**src/rtl/mws_pkg.sv**
```systemverilog
`timescale 1ns / 1ps

package mws_pkg;

    localparam int MAX_WINDOW    = 1024;
    localparam int SAMPLE_BITS   = 16;
    localparam int SUM_BITS      = 42;
    localparam int STORE_BITS    = 32;
    localparam int IDX_BITS      = $clog2(MAX_WINDOW);
    localparam int LEN_BITS      = IDX_BITS + 1;
    localparam int CFG_IDX_BITS  = 2;
    localparam int CFG_DATA_BITS = 11;
    localparam int OUT_TDATA_BITS = ((SUM_BITS + 7) / 8) * 8;
    localparam int IN_TDATA_BITS  = ((SAMPLE_BITS + 7) / 8) * 8;
    localparam int DIV_CNT_BITS  = $clog2(SUM_BITS);

    // configuration register indexes
    localparam logic [CFG_IDX_BITS-1:0] CFG_WINDOW_SIZE  = 2'd0;
    localparam logic [CFG_IDX_BITS-1:0] CFG_AVERAGE_MODE = 2'd1;
    localparam logic [CFG_IDX_BITS-1:0] CFG_SQUARE_INPUT = 2'd2;

    localparam logic [CFG_DATA_BITS-1:0] WINDOW_SIZE_RESET = 11'd64;

    typedef enum logic [2:0] {
        S_IDLE,
        S_MUL,
        S_SUM,
        S_DIV,
        S_OUT
    } t_state;

    // zero acts as one, oversized clamps to the store depth
    function automatic logic [LEN_BITS-1:0] window_length(
        input logic [CFG_DATA_BITS-1:0] size
    );
        logic [LEN_BITS-1:0] len;
        if (size == '0) begin
            len = LEN_BITS'(1);
        end else if (size > CFG_DATA_BITS'(MAX_WINDOW)) begin
            len = LEN_BITS'(MAX_WINDOW);
        end else begin
            len = LEN_BITS'(size);
        end
        return len;
    endfunction

endpackage

```
**src/rtl/mws_div.sv**
```systemverilog
`timescale 1ns / 1ps

// restoring divider, one quotient bit per cycle, truncates toward zero
module mws_div (
    input  logic                                i_clk,
    input  logic                                i_rst_n,
    input  logic                                i_start,
    input  logic signed [mws_pkg::SUM_BITS-1:0] i_dividend,
    input  logic [mws_pkg::LEN_BITS-1:0]        i_divisor,
    output logic                                o_done,
    output logic signed [mws_pkg::SUM_BITS-1:0] o_quotient
);

    localparam int RB = mws_pkg::LEN_BITS - 1;

    logic                               r_busy;
    logic                               r_done;
    logic [mws_pkg::DIV_CNT_BITS-1:0]   r_cnt;
    logic                               r_neg;
    logic [mws_pkg::SUM_BITS-1:0]       r_quo;
    logic [RB-1:0]                      r_rem;
    logic [mws_pkg::LEN_BITS-1:0]       r_divisor;

    logic [mws_pkg::LEN_BITS-1:0]       trial;
    logic                               fits;

    assign trial = {r_rem, r_quo[mws_pkg::SUM_BITS-1]};
    assign fits  = (trial >= r_divisor);

    always_ff @(posedge i_clk) begin
        if (!i_rst_n) begin
            r_busy <= 1'b0;
            r_done <= 1'b0;
            r_cnt  <= '0;
        end else begin
            r_done <= 1'b0;
            if (i_start) begin
                r_busy <= 1'b1;
                r_cnt  <= '0;
            end else if (r_busy) begin
                if (r_cnt == mws_pkg::DIV_CNT_BITS'(mws_pkg::SUM_BITS - 1)) begin
                    r_busy <= 1'b0;
                    r_done <= 1'b1;
                end
                r_cnt <= r_cnt + 1'b1;
            end
        end
    end

    always_ff @(posedge i_clk) begin
        if (i_start) begin
            r_neg     <= i_dividend[mws_pkg::SUM_BITS-1];
            r_quo     <= i_dividend[mws_pkg::SUM_BITS-1] ? -i_dividend : i_dividend;
            r_rem     <= '0;
            r_divisor <= i_divisor;
        end else if (r_busy) begin
            r_rem <= fits ? RB'(trial - r_divisor) : trial[RB-1:0];
            r_quo <= {r_quo[mws_pkg::SUM_BITS-2:0], fits};
        end
    end

    assign o_done     = r_done;
    assign o_quotient = r_neg ? -$signed(r_quo) : $signed(r_quo);

endmodule

```
**config.mk**
```make
export PLATFORM = sky130hd
export DESIGN_NAME = mws_div
export DESIGN_NICKNAME = d
export VERILOG_FILES = /design/src/rtl/mws_pkg.sv /design/src/rtl/mws_div.sv
export SDC_FILE = /design/constraint.sdc
export NUM_CORES = 1
export LEC_CHECK = 0
export ABC_AREA = 1
export BUFFER_PORTS_ARGS = -buffer_cell sky130_fd_sc_hd__buf_2
export CAP_MARGIN = 20
export CORE_ASPECT_RATIO = 2
export CORE_MARGIN = 4
export CORE_UTILIZATION = 45
export CTS_CLUSTER_DIAMETER = 150
export DETAILED_ROUTE_END_ITERATION = 8
export GPL_ROUTABILITY_DRIVEN = 0
export GPL_TIMING_DRIVEN = 0
export HOLD_SLACK_MARGIN = 0.1
export PLACE_DENSITY = 0.75
export SYNTH_ARGS = -nofsm -noshare
export SYNTH_HDL_FRONTEND = slang
export SYNTH_SLANG_ARGS = --single-unit
```
**constraint.sdc**
```tcl
create_clock -name i_clk -period 2 [get_ports i_clk]
set_input_delay 0.1 -clock i_clk [delete_from_list [all_inputs] [get_ports i_clk]]
set_output_delay 0.1 -clock i_clk [all_outputs]
set_load 0.005 [all_outputs]
```
* Word-level counts from Yosys, hierarchy flattened
Cells that the tools add are included.
Word-level totals: input bits 56, word-level logic and storage cells 27, register bits 72, output and inout port bits 43
Operators by class: muxes and demuxes 9, bitwise operators 2, equality and inequality tests 1, $add $sub $neg 4, magnitude comparators 1, reductions and logical operators 3
Operators by type and width (count):
- 42-bit two-way mux | 4
- 42-bit negation | 2
- 11-bit >= comparator | 1
- 10-bit two-way mux | 1
- 10-bit subtractor | 1
- 6-bit by 1-bit adder with 6-bit output, second input constant | 1
- 6-bit equality test, second input constant | 1
- 1-bit two-way mux | 4
- 3-bit OR reduction | 1
- 1-bit inverter | 2
- 2-bit nonzero test | 1
- 2-bit OR reduction | 1

* Longest topological paths before layout
Gate-level depths: netlist (run 1).
word-level depth 4, mapped depth 13

* Worst setup path before layout (run 1)
No wires, ideal clock.
path type register to register, from register r_busy, to register r_quo[0] (netlist bit) (enable), data required time 1.604 ns, setup slack 0.065 ns, buffers on the path 2, arrival 1.538 ns, setup time 0.396 ns, cell stages (with the launch flop) 5, cells stage by stage dfxtp_1 > buf_2 > nor2_1 > clkbuf_1 > inv_1
On the way: word-level cells in the longest chain between the ends 1
RTL lines:
- start: declaration | RTL line mws_div.sv:16 | logic r_busy;
- start signal: assignment | RTL line mws_div.sv:32 | r_busy <= 1'b0;
- start signal: assignment | RTL line mws_div.sv:38 | r_busy <= 1'b1;
- start signal: assignment | RTL line mws_div.sv:42 | r_busy <= 1'b0;
- 2-bit nonzero test (no source line)
- end signal: assignment | RTL line mws_div.sv:53 | r_quo <= i_dividend[mws_pkg::SUM_BITS-1] ? -i_dividend : i_dividend;
- end signal: assignment | RTL line mws_div.sv:58 | r_quo <= {r_quo[mws_pkg::SUM_BITS-2:0], fits};
- end: declaration | RTL line mws_div.sv:20 | logic [mws_pkg::SUM_BITS-1:0] r_quo;
Every way passes these cells. A chain may end at the register's enable or synchronous reset.

* Final worst setup path (run 1)
from register r_quo[18] (netlist bit), to output port o_quotient[24] (netlist bit)
On the way: word-level cells in the longest chain between the ends 2
RTL lines:
- 42-bit negation | RTL line mws_div.sv:63 | assign o_quotient = r_neg ? -$signed(r_quo) : $signed(r_quo);
- 42-bit two-way mux | RTL line mws_div.sv:63
- end: declaration | RTL line mws_div.sv:11 | output logic signed [mws_pkg::SUM_BITS-1:0] o_quotient
Every way passes these cells.

==> flow_metrics.env, run 1 <==
export IMPL_violated_checks="setup timing"
export IMPL_detailed_place_hpwl_mm=16.1
export IMPL_synth_xor_xnor_area_share_pct=8.09
export IMPL_cap_violations=0
export IMPL_critical_path_class="reg2out"
export IMPL_die_area_sq_mm=0.0158
export IMPL_design_core_area_sq_mm=0.0134
export IMPL_post_synth_num_cell_types=41
export IMPL_clk_pin_slew_ns=0.07
export IMPL_fin_cells=1283
export IMPL_overflow=0
export IMPL_tritoncts_num_buffers=9
export IMPL_globalRouteTotalUtil_pct=27.2
export IMPL_synth_simple_area_share_pct=38.1
export IMPL_yosys_warnings=0
export IMPL_wire_length_of_the_first_global_routing_pass_mm=33.9
export IMPL_pre_cts_slack_ns=-0.599
export IMPL_crit_path_max_incr_delay_ns=0.50
export IMPL_ctsLongestPathBuffers=2
export IMPL_mappedNetlistArea_sq_mm=0.00617
export IMPL_worst_setup_path_end_kind="output pin"
export IMPL_pin_count=99
export IMPL_final_max_slew_viol_count=0
export IMPL_fmax_mhz=385
export IMPL_post_route_worst_setup_slack_ns=-0.598
export IMPL_start_util_pct=45.9
export IMPL_drt_first_pass_iters=7
export IMPL_pwr_share_seq_pct=34.8
export IMPL_critPathMaxFanout=6
export IMPL_fin_skew_ns=0.0106
export IMPL_die_height_um=174
export IMPL_final_util_pct=63.7
export IMPL_synth_seq_cells=72
export IMPL_final_setup_tns_ns=-9.43
export IMPL_synth_fa_ha_area_share_pct=3.36
export IMPL_totalWireLength_mm=24.6
export IMPL_synth_enable_flop_cells=54
export IMPL_final_common_cell="nand2_1"
export IMPL_switching_power_mw=1.81
export IMPL_mostFrequentLayoutCells="259 x nand2_1, 102 x nor2_1, 101 x buf_2, 92 x inv_1, 64 x buf_4"
export IMPL_internal_power_mw=3.67
export IMPL_pwr_share_comb_pct=30.2
export IMPL_worst_skew_pair_late_latency_ns=0.34
export IMPL_route_detailed_drc=0
export IMPL_switching_share_pct=33.1
export IMPL_synth_async_reset_ratio_pct=0
export IMPL_die_w_um=90.8
export IMPL_nFillCells=1061
export IMPL_area_growth_pct=38.7
export IMPL_rrSetupSlack_ns=-0.03
export IMPL_run_status="finished with violations"
export IMPL_setup_violations=37
export IMPL_cts_sinks=72
export IMPL_drt_wirelength_per_cell_um=19.2
export IMPL_total_power_mw=5.49
export IMPL_pwr_density_cell_mw_per_mm2=641
export IMPL_multi_input_area_sq_mm=0.00422
export IMPL_cpLargestDelayFamily="simple AND/OR/NAND/NOR gates"
export IMPL_seq_area_frac_synth_pct=32.1
export IMPL_antenna_diode_count=0
export IMPL_cpMaxStageDelayCell="edfxtp_1"
export IMPL_place_inst=1179
export IMPL_synth_area_mux_share_pct=0
export IMPL_syn_instance_count=926
export IMPL_power_clock_fraction_pct=35.0
export IMPL_hold_viol_final=0
export IMPL_num_nets_final=1195
export IMPL_detailroute_via_count=7347
export IMPL_grt_setup_unrepaired="yes"
export IMPL_syn_mean_instance_area_sq_um=6.67
export IMPL_std_cell_rows=60
export IMPL_min_delay_path_class="in2reg"
export IMPL_synth_compound_area_share_pct=9.73
export IMPL_pin_count_of_the_biggest_net_entering_global_routing=43
export IMPL_worst_slew_pin_slew_ns=0.776
export IMPL_critical_path_buf_inv_count=2
export IMPL_drive_gt1_share_pct=29.7
export IMPL_final_period_minus_worst_setup_slack_ns=2.60
export IMPL_worst_hold_slack_ns=0.159
export IMPL_critical_path_arrival_ns=2.50
export IMPL_ys_flop_type="edfxtp_1"
export IMPL_cts_tree="yes"
export IMPL_clock_tree_root_driver_cell="clkbuf_16"
export IMPL_timing_critical_path_required_ns=1.90
export IMPL_max_vdd_ir_drop_v=0.000351
export IMPL_portBuffers=98
export IMPL_postSynthNetCount=998
export IMPL_fin_crit_sh_pct=130
export IMPL_post_dp_cell_area_sq_mm=0.00686
export IMPL_seqCellArea_sq_mm=0.00198
export IMPL_final_antenna_net_count=0
export IMPL_ctsHtreeMaxLevel=3
export IMPL_avgViaCountPerCell=5.73
export IMPL_first_global_vias=7145
export IMPL_first_iter_violations=732
export IMPL_worstPathCellList="nor2_2 -> nand3_1 -> nor2_2 -> inv_1 -> o21ai_4 -> nand2_2 -> xor2_4 -> buf_2"
export IMPL_antenna_found_initial=0
export IMPL_path_common_cell="nor2_2"
export IMPL_maxSlewHeadroom_pct=48.1
export IMPL_total_leakage_power_nw=3.92
export IMPL_startpoint_type="flip-flop"
export IMPL_finalInstanceArea_sq_mm=0.00856
export IMPL_main_combinational_cell_family_by_area_after_synthesis="simple AND/OR/NAND/NOR gates"
==> path summary, 6_finish.rpt <==
| path | startpoint | endpoint | depth (start not counted) |
|---|---|---|---|
| setup / recovery | r_quo[18]$_DFFE_PP_ | o_quotient[24] | 8 |
| hold / removal | i_dividend[5] | r_quo[5]$_DFFE_PP_ | 3 |
| setup reg to reg | r_divisor[2]$_DFFE_PP_ | r_quo[0]$_DFFE_PP_ | 11 |
| hold reg to reg | r_rem[9]$_SDFFE_PP0P_ | r_rem[9]$_SDFFE_PP0P_ | 2 |
==> sequential cells by signal, summed over array words and instances (netlist names) <==
register and count:
r_divisor 11, r_cnt 6, r_rem 10, r_busy 1, o_done 1, r_neg 1, r_quo 42
==> layer usage <==
metal / part of all wire (%) / global-route usage [%] / up-vias
met3: 7.5 / 3.82 / 167
met4: 10 / 25.0 / 0
met5: 0 / 0 / -
met2: 52 / 51.3 / 457
li1: - / - / 3385
met1: 31 / 24.0 / 3338
==> cell families after synthesis <==
logic type               count (synthesis)
AO/OA/AOI/OAI                          106
adder cells (fa/ha/maj)                 16
XOR/XNOR                                57
buffers and inverters                  136
flip-flops                              72
AND/OR/NAND/NOR                        539
==> worst register-to-register path, delay by kind of cell, from the launching register on <==
| kind | cells | cell delay (ns) |
|---|---|---|
| buf+inv | 2 | 0.24 |
| simple gates | 6 | 0.65 |
| fa+ha+maj | 1 | 0.22 |
| compound gates | 2 | 0.26 |
| flops | 1 | 0.40 |
==> power groups by stage <==
stage	clock [mW]	combinational, mW	sequential, mW
after floorplan	0	0.718	1.89
after global placement	0	1.16	1.91
after detailed placement	0	1.18	1.92
after CTS	1.90	1.39	1.88
after global routing	1.96	1.79	1.92
final	1.92	1.66	1.91
==> cells in the mapped netlist, types with 7 or more instances <==
cell / count / area (sq um)
a31oi_1: 8 / 50.1
nand3b_1: 7 / 52.6
nor3_1: 12 / 60.1
nand2_1: 278 / 1040
nand3_1: 66 / 330
nand4_1: 18 / 113
a21oi_1: 18 / 90.1
ha_1: 15 / 188
dfxtp_1: 18 / 360
xor2_1: 47 / 412
o21ai_0: 55 / 275
o21ai_1: 10 / 50.1
edfxtp_1: 54 / 1620
xnor2_1: 10 / 87.6
nor2_1: 129 / 484
nor2_2: 7 / 43.8
clkbuf_1: 17 / 63.8
o211ai_1: 8 / 60.1
inv_1: 109 / 409
==> what timing repair did <==
item | 4_1_cts | 5_1_grt
buffers inserted | 39 | 36
gates cloned | 1 | 0
pin swaps | 30 | 40
resized for setup | 77 | 87
setup endpoints to repair | 41 | 46
endpoints found under the hold margin | 13 | 0
hold buffers | 13 | 0
==> area by class of cell <==
type | count | area share (%)
multi-input combinational | 718 | 49.3
sequential | 72 | 23.2
timing repair buffer | 186 | 14.8
inverter | 112 | 4.97
clock buffer | 9 | 2.63
tap | 155 | 2.27
clock inverter | 7 | 1.49
buffer | 24 | 1.43
Power figures use the tool's default switching activity.
==> inputs of run 2 (changes only) <==
--- a/config.mk
+++ b/config.mk
@@ -16,7 +16,7 @@
 export GPL_ROUTABILITY_DRIVEN = 0
 export GPL_TIMING_DRIVEN = 0
 export HOLD_SLACK_MARGIN = 0.1
-export PLACE_DENSITY = 0.75
+export PLACE_DENSITY = 0.68
 export SYNTH_ARGS = -nofsm -noshare
 export SYNTH_HDL_FRONTEND = slang
 export SYNTH_SLANG_ARGS = --single-unit
==> flow_metrics.env, run 2 (synthesis gave the netlist of run 1 again) <==
export IMPL_place_inst=1179
export IMPL_ctsLongestPathBuffers=2
export IMPL_overflow=0
export IMPL_avgViaCountPerCell=5.38
export IMPL_fmax_mhz=446
export IMPL_fin_cells=1274
export IMPL_critical_path_reg2reg_startpoint="r_quo[41]$_DFFE_PP_"
export IMPL_portBuffers=98
export IMPL_pwr_density_cell_mw_per_mm2=607
export IMPL_cpMaxStageDelayCell="edfxtp_1"
export IMPL_final_antenna_net_count=0
export IMPL_drt_first_pass_iters=5
export IMPL_biggestRegsByFlops="r_quo x42, r_divisor x11, r_rem x10"
export IMPL_fin_skew_ns=0.00764
export IMPL_fin_crit_sh_pct=112
export IMPL_num_nets_final=1186
export IMPL_worstPathCellList="inv_2 -> ha_4 -> inv_4 -> nor3_4 -> inv_2 -> nor2_4 -> nand3_4 -> o21ai_4 -> nand2_2 -> xor2_2 -> buf_2"
export IMPL_first_global_vias=6686
export IMPL_die_area_sq_mm=0.0158
export IMPL_critPathMaxFanout=6
export IMPL_switching_power_mw=1.66
export IMPL_ctsHtreeMaxLevel=3
export IMPL_design_core_area_sq_mm=0.0134
export IMPL_detailed_place_hpwl_mm=16.5
export IMPL_final_util_pct=61.8
export IMPL_hold_viol_final=0
export IMPL_drive_gt1_share_pct=27.8
export IMPL_worst_hold_path_num_cells=3
export IMPL_antenna_found_initial=0
export IMPL_tritoncts_num_buffers=9
export IMPL_post_route_worst_setup_slack_ns=-0.242
export IMPL_grt_setup_unrepaired="yes"
export IMPL_timing_hold_worst_start="i_dividend[5]"
export IMPL_largest_register="r_quo"
export IMPL_die_height_um=174
export IMPL_run_status="finished with violations"
export IMPL_r2r_worst_path_cells=11
export IMPL_std_cell_rows=60
export IMPL_largest_register_ff_count=42
export IMPL_route_detailed_drc=0
export IMPL_switching_share_pct=32.9
export IMPL_power_clock_fraction_pct=31.2
export IMPL_cts_tree="yes"
export IMPL_clk_pin_slew_ns=0.06
export IMPL_final_period_minus_worst_setup_slack_ns=2.24
export IMPL_die_w_um=90.8
export IMPL_wire_length_of_the_first_global_routing_pass_mm=32.3
export IMPL_worst_slew_pin_slew_ns=0.723
export IMPL_rrSetupSlack_ns=0.06
export IMPL_worst_setup_path_end_kind="output pin"
export IMPL_antenna_diode_count=0
export IMPL_detailroute_via_count=6852
export IMPL_drt_wirelength_per_cell_um=17.1
export IMPL_critical_path_reg2reg_endpoint="r_rem[6]$_SDFFE_PP0P_"
export IMPL_cts_sinks=72
export IMPL_max_vdd_ir_drop_v=0.000358
export IMPL_min_delay_path_class="in2reg"
export IMPL_pin_count=99
export IMPL_area_growth_pct=34.5
export IMPL_setup_violations=32
export IMPL_final_max_slew_viol_count=0
export IMPL_path_common_cell="inv_2"
export IMPL_finalInstanceArea_sq_mm=0.00830
export IMPL_violated_checks="setup timing"
export IMPL_final_common_cell="nand2_1"
export IMPL_startpoint_type="flip-flop"
export IMPL_internal_power_mw=3.38
export IMPL_globalRouteTotalUtil_pct=26.2
export IMPL_maxSlewHeadroom_pct=51.6
export IMPL_worst_skew_pair_late_latency_ns=0.34
export IMPL_total_leakage_power_nw=3.83
export IMPL_hold_path_end="r_quo[5]$_DFFE_PP_"
export IMPL_critical_path_arrival_ns=2.14
export IMPL_pwr_share_comb_pct=31.3
export IMPL_post_dp_cell_area_sq_mm=0.00686
export IMPL_timing_critical_path_required_ns=1.90
export IMPL_clock_tree_root_driver_cell="clkbuf_16"
export IMPL_totalWireLength_mm=21.8
export IMPL_mostFrequentLayoutCells="256 x nand2_1, 105 x nor2_1, 100 x buf_2, 95 x inv_1, 59 x nand3_1"
export IMPL_pin_count_of_the_biggest_net_entering_global_routing=43
export IMPL_critical_path_class="reg2out"
export IMPL_pwr_share_seq_pct=37.5
export IMPL_start_util_pct=45.9
export IMPL_cap_violations=0
export IMPL_crit_path_max_incr_delay_ns=0.42
export IMPL_first_iter_violations=356
==> run 2: metal layers <==
| metal | up-vias | share of wire [%] | GRT usage (%) |
|---|---|---|---|
| met2 | 253 | 54 | 49.5 |
| met4 | 0 | 9.7 | 23.5 |
| met1 | 3115 | 33 | 23.6 |
| met5 | - | 0 | 0 |
| li1 | 3382 | - | - |
| met3 | 102 | 4.1 | 2.82 |
==> run 2: power groups by stage <==
stage               Clock [mW]  Sequential (mW)  Combinational [mW]
floorplan                    0             1.89               0.718
global route              1.64             1.90                1.72
global placement             0             1.92                1.17
finish                    1.57             1.89                1.58
CTS                       1.58             1.88                1.39
detailed placement           0             1.92                1.18
==> run 2: area by class of cell <==
| type | count | area [sq um] |
|---|---|---|
| well taps | 155 | 194 |
| multi-input cells | 718 | 4120 |
| flip-flops and latches | 72 | 1980 |
| clock inverters | 7 | 62.6 |
| inverters | 112 | 425 |
| clock buffers | 9 | 225 |
| repair buffers | 177 | 1180 |
| fillers | 1210 | 5130 |
| plain buffers | 24 | 120 |
==> run 2: repair_timing <==
action	4_1_cts	5_1_grt
hold buffers	13	0
setup endpoints to repair	80	43
endpoints found under the hold margin	13	0
cloned	0	1
buffers inserted	39	28
resized for setup	64	79
pin swaps	26	43
==> run 2: worst max path at each step <==
stage | slack, ns | cells past startpoint | to | startpoint
6_report | -0.24 | 11 | o_quotient[24] | r_quo[1]$_DFFE_PP_
5_1_grt | -0.36 | 11 | o_quotient[24] | r_quo[0]$_DFFE_PP_
4_1_cts | -0.34 | 11 | o_quotient[24] | r_quo[1]$_DFFE_PP_
3_5_place_dp | -0.59 | 11 | o_quotient[24] | r_quo[0]$_DFFE_PP_
3_3_place_gp | -0.55 | 11 | o_quotient[24] | r_quo[0]$_DFFE_PP_
2_1_floorplan | 0.07 | 4 | r_quo[0]$_DFFE_PP_ | r_busy$_SDFF_PN0_
==> run 2: metrics by stage <==
stage | TNS, ns | worst slack [ns] | power (mW) | hold WS (ns)
final | -4.31 | -0.242 | 5.04 | 0.173
after floorplan | 0 | 0.0652 | 2.60 | 0.199
after global routing | -7.51 | -0.362 | 5.26 | 0.186
after CTS | -3.86 | -0.340 | 4.86 | 0.165
after detailed placement | -7.17 | -0.591 | 3.10 | 0.279
after global placement | -27.35 | -0.551 | 3.09 | 0.278
==> run 2: worst max-delay path, delay by kind of cell, from the launching register on <==
kind,cells,cell delay [ns]
flip-flops,1,0.42
buffers and inverters,4,0.35
XOR/XNOR,1,0.19
AND/OR/NAND/NOR,4,0.46
AO/OA/AOI/OAI,1,0.24
adder cells (fa/ha/maj),1,0.15
